`src/rtl/clex_pkg.sv`:
```
// ----------------------------------------------------------------------------
// clex_pkg
// Types, constants and character class helpers for the config text lexer.
// ----------------------------------------------------------------------------
package clex_pkg;

  localparam int NUMBER_BITS = 31;
  localparam int SUM_BITS    = NUMBER_BITS + 4;
  localparam int TDATA_BITS  = 10 + NUMBER_BITS;
  localparam int TDATA_W     = ((TDATA_BITS + 7) / 8) * 8;
  localparam int TDATA_PAD   = TDATA_W - TDATA_BITS;

  // output queue, power of two depth
  localparam int OQ_DEPTH = 4;
  localparam int OQ_PTR_W = $clog2(OQ_DEPTH);
  localparam int OQ_CNT_W = $clog2(OQ_DEPTH + 1);

  localparam logic [7:0] CH_COLON  = 8'h3A;
  localparam logic [7:0] CH_DOT    = 8'h2E;
  localparam logic [7:0] CH_HYPHEN = 8'h2D;
  localparam logic [7:0] CH_SPACE  = 8'h20;
  localparam logic [7:0] CH_CR     = 8'h0D;
  localparam logic [7:0] CH_LF     = 8'h0A;
  localparam logic [7:0] CH_UNDER  = 8'h5F;

  typedef enum logic [1:0] {
    PH_IDLE = 2'd0,
    PH_WORD = 2'd1,
    PH_NUM  = 2'd2,
    PH_ERR  = 2'd3
  } clex_phase_e;

  typedef enum logic [3:0] {
    KIND_WORD     = 4'd0,
    KIND_NUM      = 4'd1,
    KIND_COLON    = 4'd2,
    KIND_DOT      = 4'd3,
    KIND_HYPHEN   = 4'd4,
    KIND_SPACE    = 4'd5,
    KIND_BREAK    = 4'd6,
    KIND_INVALID  = 4'd7,
    KIND_OVERFLOW = 4'd8
  } clex_kind_e;

  typedef struct packed {
    clex_kind_e               kind;
    logic [7:0]               word_char;
    logic                     word_first;
    logic                     word_last;
    logic [NUMBER_BITS-1:0]   number_value;
    logic                     run_last;
  } clex_res_t;

  // results produced by one character, res0 first
  typedef struct packed {
    logic [1:0] cnt;
    clex_res_t  res0;
    clex_res_t  res1;
  } clex_push_t;

  function automatic logic is_alpha(logic [7:0] c);
    return (c inside {[8'h41:8'h5A], [8'h61:8'h7A]});
  endfunction

  function automatic logic is_dig(logic [7:0] c);
    return (c inside {[8'h30:8'h39]});
  endfunction

  function automatic logic starts_word(logic [7:0] c);
    return is_alpha(c) || (c == CH_UNDER);
  endfunction

  function automatic logic inside_word(logic [7:0] c);
    return is_alpha(c) || is_dig(c) || (c == CH_UNDER);
  endfunction

  function automatic clex_kind_e punct_kind(logic [7:0] c);
    clex_kind_e k;
    case (c)
      CH_COLON:     k = KIND_COLON;
      CH_DOT:       k = KIND_DOT;
      CH_HYPHEN:    k = KIND_HYPHEN;
      CH_SPACE:     k = KIND_SPACE;
      CH_CR, CH_LF: k = KIND_BREAK;
      default:      k = KIND_INVALID;
    endcase
    return k;
  endfunction

  function automatic clex_res_t mk_res(clex_kind_e k, logic [7:0] wc, logic wf, logic wl,
                                       logic [NUMBER_BITS-1:0] num);
    clex_res_t r;
    r.kind         = k;
    r.word_char    = wc;
    r.word_first   = wf;
    r.word_last    = wl;
    r.number_value = num;
    r.run_last     = 1'b0;
    return r;
  endfunction

endpackage

```
`src/rtl/config_text_lexer_top.sv`:
```
// ----------------------------------------------------------------------------
// config_text_lexer_top
// Streaming lexer for configuration text, one ASCII character per transaction.
// ----------------------------------------------------------------------------
//  channel  dir  tdata                                     tlast         tuser
//  s_axis   in   [7:0] ch                                  stream_last   -
//  m_axis   out  [7:0] word_char [8] word_first            run_last      [3:0] kind
//                [9] word_last [40:10] number_value
//
// a character enters the input register and is lexed from it into up to two
// results; a character with two results holds the output port for both, so the
// single output port sets the rate: one result per cycle while the sink is ready
// reset clears the lexer phase and the result queue; no clearing pass
// the input register holds while the four-entry result queue has fewer than
// two free slots
// ----------------------------------------------------------------------------
module config_text_lexer_top (
  input  logic                          clk_i,
  input  logic                          rst_ni,
  input  logic                          s_axis_tvalid_i,
  output logic                          s_axis_tready_o,
  input  logic [7:0]                    s_axis_tdata_i,   // [7:0] ch
  input  logic                          s_axis_tlast_i,
  output logic                          m_axis_tvalid_o,
  input  logic                          m_axis_tready_i,
  // [7:0] word_char, [8] word_first, [9] word_last, [40:10] number_value
  output logic [clex_pkg::TDATA_W-1:0]  m_axis_tdata_o,
  output logic                          m_axis_tlast_o,
  output logic [3:0]                    m_axis_tuser_o    // [3:0] kind
);

  logic                  in_valid_q, in_valid_d;
  logic [7:0]            in_ch_q;
  logic                  in_last_q;
  logic                  lex_fire;
  logic                  space;
  clex_pkg::clex_push_t  push;
  clex_pkg::clex_res_t   res;

  assign lex_fire        = in_valid_q && space;
  assign s_axis_tready_o = !in_valid_q || lex_fire;

  always_comb begin
    in_valid_d = in_valid_q;
    if (s_axis_tvalid_i && s_axis_tready_o) begin
      in_valid_d = 1'b1;
    end else if (lex_fire) begin
      in_valid_d = 1'b0;
    end
  end

  always_ff @(posedge clk_i or negedge rst_ni) begin
    if (!rst_ni) begin
      in_valid_q <= 1'b0;
    end else begin
      in_valid_q <= in_valid_d;
    end
  end

  always_ff @(posedge clk_i) begin
    if (s_axis_tvalid_i && s_axis_tready_o) begin
      in_ch_q   <= s_axis_tdata_i;
      in_last_q <= s_axis_tlast_i;
    end
  end

  clex_core u_core (
    .clk_i  (clk_i),
    .rst_ni (rst_ni),
    .fire_i (lex_fire),
    .ch_i   (in_ch_q),
    .last_i (in_last_q),
    .push_o (push)
  );

  clex_out_fifo u_fifo (
    .clk_i       (clk_i),
    .rst_ni      (rst_ni),
    .push_i      (push),
    .pop_ready_i (m_axis_tready_i),
    .valid_o     (m_axis_tvalid_o),
    .res_o       (res),
    .space_o     (space)
  );

  assign m_axis_tdata_o = {{clex_pkg::TDATA_PAD{1'b0}}, res.number_value, res.word_last,
                           res.word_first, res.word_char};
  assign m_axis_tlast_o = res.run_last;
  assign m_axis_tuser_o = res.kind;

endmodule

```
`src/rtl/clex_core.sv`:
```
// ----------------------------------------------------------------------------
// clex_core
// Lexer state and next-state logic; lexes one registered character per cycle
// into up to two results while fire_i is high.
// ----------------------------------------------------------------------------
module clex_core (
  input  logic                clk_i,
  input  logic                rst_ni,
  input  logic                fire_i,
  input  logic [7:0]          ch_i,
  input  logic                last_i,
  output clex_pkg::clex_push_t push_o
);

  clex_pkg::clex_phase_e              phase_q, phase_d;
  logic [7:0]                         held_char_q, held_char_d;
  logic                               held_first_q, held_first_d;
  logic [clex_pkg::NUMBER_BITS-1:0]   accum_q, accum_d;

  clex_pkg::clex_res_t                res [2];
  logic [1:0]                         cnt;
  logic                               fresh;
  logic [3:0]                         dig;
  logic [clex_pkg::SUM_BITS-1:0]      sum;
  logic                               ovf;
  logic [clex_pkg::NUMBER_BITS-1:0]   dig_w;
  clex_pkg::clex_kind_e               pk;

  assign dig   = ch_i[3:0];
  assign dig_w = clex_pkg::NUMBER_BITS'(dig);
  // accum*10 + digit
  assign sum   = (clex_pkg::SUM_BITS'(accum_q) << 3) + (clex_pkg::SUM_BITS'(accum_q) << 1)
               + clex_pkg::SUM_BITS'(dig);
  assign ovf   = (sum[clex_pkg::SUM_BITS-1:clex_pkg::NUMBER_BITS] != '0);
  assign pk    = clex_pkg::punct_kind(ch_i);

  always_comb begin
    phase_d      = phase_q;
    held_char_d  = held_char_q;
    held_first_d = held_first_q;
    accum_d      = accum_q;
    res[0]       = '0;
    res[1]       = '0;
    cnt          = 2'd0;
    fresh        = 1'b1;
    if (fire_i) begin
      case (phase_q)
        clex_pkg::PH_ERR: begin
          if (last_i) phase_d = clex_pkg::PH_IDLE;
          fresh = 1'b0;
        end
        clex_pkg::PH_WORD: begin
          if (clex_pkg::inside_word(ch_i)) begin
            res[cnt[0]] = clex_pkg::mk_res(clex_pkg::KIND_WORD, held_char_q, held_first_q,
                                           1'b0, '0);
            cnt = cnt + 2'd1;
            held_char_d  = ch_i;
            held_first_d = 1'b0;
            if (last_i) begin
              res[cnt[0]] = clex_pkg::mk_res(clex_pkg::KIND_WORD, ch_i, 1'b0, 1'b1, '0);
              cnt = cnt + 2'd1;
              phase_d = clex_pkg::PH_IDLE;
            end
            fresh = 1'b0;
          end else begin
            res[cnt[0]] = clex_pkg::mk_res(clex_pkg::KIND_WORD, held_char_q, held_first_q,
                                           1'b1, '0);
            cnt = cnt + 2'd1;
            phase_d = clex_pkg::PH_IDLE;
          end
        end
        clex_pkg::PH_NUM: begin
          if (clex_pkg::is_dig(ch_i)) begin
            if (ovf) begin
              res[cnt[0]] = clex_pkg::mk_res(clex_pkg::KIND_OVERFLOW, 8'h00, 1'b0, 1'b0, '0);
              cnt = cnt + 2'd1;
              accum_d = '0;
              phase_d = last_i ? clex_pkg::PH_IDLE : clex_pkg::PH_ERR;
            end else begin
              accum_d = sum[clex_pkg::NUMBER_BITS-1:0];
              if (last_i) begin
                res[cnt[0]] = clex_pkg::mk_res(clex_pkg::KIND_NUM, 8'h00, 1'b0, 1'b0,
                                               sum[clex_pkg::NUMBER_BITS-1:0]);
                cnt = cnt + 2'd1;
                accum_d = '0;
                phase_d = clex_pkg::PH_IDLE;
              end
            end
            fresh = 1'b0;
          end else begin
            res[cnt[0]] = clex_pkg::mk_res(clex_pkg::KIND_NUM, 8'h00, 1'b0, 1'b0, accum_q);
            cnt = cnt + 2'd1;
            accum_d = '0;
            phase_d = clex_pkg::PH_IDLE;
          end
        end
        default: ;
      endcase

      if (fresh) begin
        if (clex_pkg::starts_word(ch_i)) begin
          if (last_i) begin
            res[cnt[0]] = clex_pkg::mk_res(clex_pkg::KIND_WORD, ch_i, 1'b1, 1'b1, '0);
            cnt = cnt + 2'd1;
          end else begin
            held_char_d  = ch_i;
            held_first_d = 1'b1;
            phase_d      = clex_pkg::PH_WORD;
          end
        end else if (clex_pkg::is_dig(ch_i)) begin
          if (last_i) begin
            res[cnt[0]] = clex_pkg::mk_res(clex_pkg::KIND_NUM, 8'h00, 1'b0, 1'b0, dig_w);
            cnt = cnt + 2'd1;
            accum_d = '0;
          end else begin
            accum_d = dig_w;
            phase_d = clex_pkg::PH_NUM;
          end
        end else begin
          res[cnt[0]] = clex_pkg::mk_res(pk, 8'h00, 1'b0, 1'b0, '0);
          cnt = cnt + 2'd1;
          if ((pk == clex_pkg::KIND_INVALID) && !last_i) phase_d = clex_pkg::PH_ERR;
        end
      end
    end

    // mark the final result of this character
    if (cnt == 2'd2) begin
      res[1].run_last = 1'b1;
    end else if (cnt == 2'd1) begin
      res[0].run_last = 1'b1;
    end

    push_o.cnt  = cnt;
    push_o.res0 = res[0];
    push_o.res1 = res[1];
  end

  always_ff @(posedge clk_i or negedge rst_ni) begin
    if (!rst_ni) begin
      phase_q      <= clex_pkg::PH_IDLE;
      held_char_q  <= 8'h00;
      held_first_q <= 1'b0;
      accum_q      <= '0;
    end else begin
      phase_q      <= phase_d;
      held_char_q  <= held_char_d;
      held_first_q <= held_first_d;
      accum_q      <= accum_d;
    end
  end

endmodule

```
`src/rtl/clex_out_fifo.sv`:
```
// ----------------------------------------------------------------------------
// clex_out_fifo
// Result queue; takes up to two results per cycle, pops one per ready cycle.
// ----------------------------------------------------------------------------
module clex_out_fifo (
  input  logic                                clk_i,
  input  logic                                rst_ni,
  input  clex_pkg::clex_push_t                push_i,
  input  logic                                pop_ready_i,
  output logic                                valid_o,
  output clex_pkg::clex_res_t                 res_o,
  output logic                                space_o
);

  clex_pkg::clex_res_t              mem_q [clex_pkg::OQ_DEPTH];
  logic [clex_pkg::OQ_PTR_W-1:0]    wr_ptr_q, wr_ptr_d;
  logic [clex_pkg::OQ_PTR_W-1:0]    rd_ptr_q, rd_ptr_d;
  logic [clex_pkg::OQ_CNT_W-1:0]    count_q, count_d;
  logic                             pop;

  assign valid_o = (count_q != '0);
  assign res_o   = mem_q[rd_ptr_q];
  assign pop     = valid_o && pop_ready_i;
  // room for the worst case of two results
  assign space_o = (count_q <= clex_pkg::OQ_CNT_W'(clex_pkg::OQ_DEPTH - 2));

  always_comb begin
    wr_ptr_d = wr_ptr_q + clex_pkg::OQ_PTR_W'(push_i.cnt);
    rd_ptr_d = rd_ptr_q + clex_pkg::OQ_PTR_W'(pop);
    count_d  = count_q + clex_pkg::OQ_CNT_W'(push_i.cnt) - clex_pkg::OQ_CNT_W'(pop);
  end

  always_ff @(posedge clk_i) begin
    if (push_i.cnt != 2'd0) mem_q[wr_ptr_q] <= push_i.res0;
    if (push_i.cnt == 2'd2) mem_q[wr_ptr_q + clex_pkg::OQ_PTR_W'(1)] <= push_i.res1;
  end

  always_ff @(posedge clk_i or negedge rst_ni) begin
    if (!rst_ni) begin
      wr_ptr_q <= '0;
      rd_ptr_q <= '0;
      count_q  <= '0;
    end else begin
      wr_ptr_q <= wr_ptr_d;
      rd_ptr_q <= rd_ptr_d;
      count_q  <= count_d;
    end
  end

endmodule

```
`config.mk`:
```
export PLATFORM = sky130hd
export DESIGN_NAME = config_text_lexer_top
export DESIGN_NICKNAME = d
export VERILOG_FILES = /design/src/rtl/clex_pkg.sv /design/src/rtl/config_text_lexer_top.sv /design/src/rtl/clex_core.sv /design/src/rtl/clex_out_fifo.sv
export SDC_FILE = /design/constraint.sdc
export NUM_CORES = 1
export LEC_CHECK = 0
export BUFFER_PORTS_ARGS = -buffer_cell sky130_fd_sc_hd__buf_2
export CAP_MARGIN = 0
export CORE_AREA = 4 4 191 193
export CTS_CLUSTER_DIAMETER = 100
export DETAILED_ROUTE_END_ITERATION = 12
export DIE_AREA = 0 0 195 197
export SETUP_SLACK_MARGIN = 0.5
export SYNTH_ARGS = -nofsm -noshare
export SYNTH_HDL_FRONTEND = slang
export SYNTH_HIERARCHICAL = 1
export SYNTH_SLANG_ARGS = --single-unit
```
`constraint.sdc`:
```
create_clock -name clk_i -period 7.9 [get_ports clk_i]
set_clock_uncertainty 0.2 [all_clocks]
set_input_delay 1.58 -clock clk_i [delete_from_list [all_inputs] [get_ports clk_i]]
set_output_delay 1.58 -clock clk_i [all_outputs]
set_load 0.02 [all_outputs]
```
==> results.md <==
- CP top delay family: compound AO/OA/AOI/OAI gates
- Crit-path max cell delay: 630 ps
- RSZ-0062 raised after global routing: false
- #FFs+latches synth: 243
- Std-Cell Rows: 68
- Crit path launch type: flop
- Die width: 195 um
- Power, Total: 4.83 mW
- Critical Path RT: 7860 ps
- Setup violations, final: 0
- DR pass1 iterations: 5
- First-pass GRT wire length: 56200 um
- Number of antenna diodes: 0
- Hold wc startpoint: u_core/held_char_q[7]$_DFFE_PN0P_
- DP HPWL: 23800 um
- Routed Antenna Nets: 0
- Synth Area per Inst: 13.4 sq um
- H-tree depth: 1
- Fin crit period: 6630 ps
- All-Layer GR Usage: 18.2%
- Largest net degree at the start of global routing: 51
- Clk buf depth: 3
- Worst IR Drop VDD: 206 uV
- Hold Crit Class: flop to flop
- Reg2Reg Setup Slack: 1270 ps
- DRT Wirelength: 35900 um
- Least-Margin Pin Slew: 1120 ps
- Ys Warns: 6
- Hold-critical path depth: 1
- Maxcap violations: 0
- Via/cell ratio: 5.72
- Worst R2R End: u_fifo/mem_q[0][21]$_DFFE_PP_
- Starting Density: 45.1%
- Root Buffer: clkbuf_16
- Worst R2R Start: in_ch_q[3]$_DFFE_PP_
- Die Y: 197 um
- Final Cycle Share: 84.0%
- Resize count post-CTS: 0
- WL per Instance: 21.4 um
- Crit Path Category: flop to flop
- Synth-to-layout area growth: 8.19%
- Unique masters post-synth: 88
- # clock sinks: 243
- Total die area: 38400 sq um
- Post-synth top area share: 37.2%
- CTS buffer count: 27
- Most frequent cells after synthesis: 193 x edfxtp_1, 109 x mux2_4, 69 x ha_1
- CP arrival: 6590 ps
- Final Max Tran Viols: 0
- Register area share after synthesis: 45.3%
- Setup TNS: 0 ps
- Total grt overflow: 0
- WP buf/inv: 4
- P_leak: 6.67 nW
- Syn Inst Count: 1160
- Async set or reset register ratio after synthesis: 20.6%
- Clk_lat worst skew: 530 ps
- PD cells: 287 nW/um^2
- Vias in the first global route: 9644
- Min-Delay Endpoint: u_core/held_char_q[7]$_DFFE_PN0P_
- Peak Freq: 0.151 GHz
- Synthesized cell area: 15600 sq um
- Synth top area cells: edfxtp_1 37%, mux2_4 11%, dfrtp_1 8.0%
- Layout cells sized above 1: 29.4%
- Worst R2R Path Depth: 21
- Slew Limit Headroom: 25.0%
- Total number of vias: 9581
- Final Wtd Congestion: 0.874
- Main synth FF type: edfxtp_1
- Synth area leader: edfxtp_1
- Fin. Hold Viols: 0
- Outcome: completed
- Post-CTS Hold Buffers: 0
- Final core utilization: 48.8%
- Post-synth EDFFs: 193
- Most frequent cell after synthesis: edfxtp_1
- Fin nets: 1285
- CP Cell Sequence: buf_4 -> inv_1 -> fa_1 -> inv_1 -> ha_1 -> a211oi_1 -> o211ai_2 -> nand4_1 -> nand3_1 -> a21o_1 -> a31o_1 -> o211a_1 -> a31oi_4 -> ha_1 -> nor2_1 -> a21oi_1 -> o21a_1 -> o21a_1 -> nand4b_1 -> o31ai_4 -> buf_4
- Setup bufs post-CTS: 0
- Critical Path Fanout Max: 38
- CP Capture Type: flop
- CORE AREA: 34500 sq um
- CTS tree: built
- Buffers on Ports: 60
- Drc violations: 0
- Clock Pin Slew Worst Setup and Hold Paths: 60 ps
- Io pins: 68
- Slowest stage cell, crit path: nand4b_1
- Initial antenna violation count: 0
- DRT iter0 DRCs: 862
## stage by stage
| step | instances | cell area [sq um] | setup slack (ps) | hold slack [ps] |
|---|---|---|---|---|
| final | 1675 | 16800 | 1270 | 284 |
| after global placement | 1626 | 16000 | 1450 | 261 |
| after floorplan | 1194 | 15700 | 1020 | 245 |
| after CTS | 1675 | 16800 | 1260 | 285 |
| after detailed placement | 1626 | 16000 | 1290 | 269 |
| after global routing | 1675 | 16800 | 786 | 312 |
## cell usage in the layout, fill, tap and decap left out, types with 42 or more instances in the layout
cell	n
edfxtp_1	193
mux2_4	109
ha_1	69
buf_2	60
nand2_1	56
mux2_2	51
a22o_1	49
dfrtp_1	48
a21oi_1	46
mux4_2	46
nor2_1	42
## area by class of cell
class                   count  area, sq um
multi-input cells         824         7820
clock buffers              30          687
well taps                 455          569
repair buffers             79          443
clock inverters            19          175
inverters                  25         93.8
flip-flops and latches    243         7050
fillers                  3070        17700
## routing by layer
metal	vias to the layer above	track usage, %	routed length (um)
met4	0	2.66	347
li1	4505	-	-
met2	227	29.0	16400
met5	-	0	0
met1	4827	27.8	17500
met3	22	1.64	1630
## worst reg2reg max path: stages (launching register included)
cell and delay, ps:
edfxtp_1 330, buf_4 200, inv_1 120, fa_1 600, inv_1 60, ha_1 300
a211oi_1 320, o211ai_2 160, nand4_1 190, nand3_1 200, a21o_1 220, a31o_1 170
o211a_1 270, a31oi_4 360, ha_1 290, nor2_1 110, a21oi_1 60, o21a_1 240
o21a_1 230, nand4b_1 630, o31ai_4 390, buf_4 580
## registers in the layout, summed over array words and instances, names as in the netlist
name	flops
in_ch_q	8
u_fifo/count_q	3
u_core/held_char_q	8
u_fifo/rd_ptr_q	2
in_last_q	1
u_fifo/wr_ptr_q	2
u_core/accum_q	31
in_valid_q	1
u_fifo/mem_q	184
u_core/held_first_q	1
u_core/phase_q	2
## worst max path at each step
stage | from | end | slack, ps | cells after the start
finish | in_ch_q[3]$_DFFE_PP_ | u_fifo/mem_q[0][21]$_DFFE_PP_ | 1270 | 21
global route | in_ch_q[3]$_DFFE_PP_ | u_fifo/mem_q[0][19]$_DFFE_PP_ | 790 | 21
CTS | in_ch_q[3]$_DFFE_PP_ | u_fifo/mem_q[0][8]$_DFFE_PP_ | 1260 | 21
detailed placement | in_ch_q[3]$_DFFE_PP_ | u_fifo/mem_q[0][19]$_DFFE_PP_ | 1290 | 21
global placement | in_ch_q[3]$_DFFE_PP_ | u_fifo/mem_q[2][15]$_DFFE_PP_ | 1450 | 21
floorplan | in_ch_q[3]$_DFFE_PP_ | u_fifo/mem_q[2][0]$_DFFE_PP_ | 1020 | 21
## report_power, final
part / internal, mW / leakage, nW / switching (mW)
combinational: 0.698 / 3.78 / 0.972
clock: 0.724 / 0.423 / 0.513
sequential: 1.72 / 2.47 / 0.198
total: 3.14 / 6.67 / 1.68
## kinds of logic (layout without fill, tap and decap cells)
kind of cell / after synthesis / count (layout) / share of synthesized area, %
AO/OA/AOI/OAI: 237 / 237 / 11.0
XOR/XNOR: 32 / 32 / 1.80
adder cells (fa/ha/maj): 72 / 72 / 5.93
buffers and inverters: 127 / 153 / 5.68
flip-flops: 243 / 243 / 45.3
multiplexers: 237 / 237 / 23.1
other: 2 / 36 / 0.0482
AND/OR/NAND/NOR: 210 / 210 / 7.18
No activity file was read; power rests on OpenSTA's default activity.
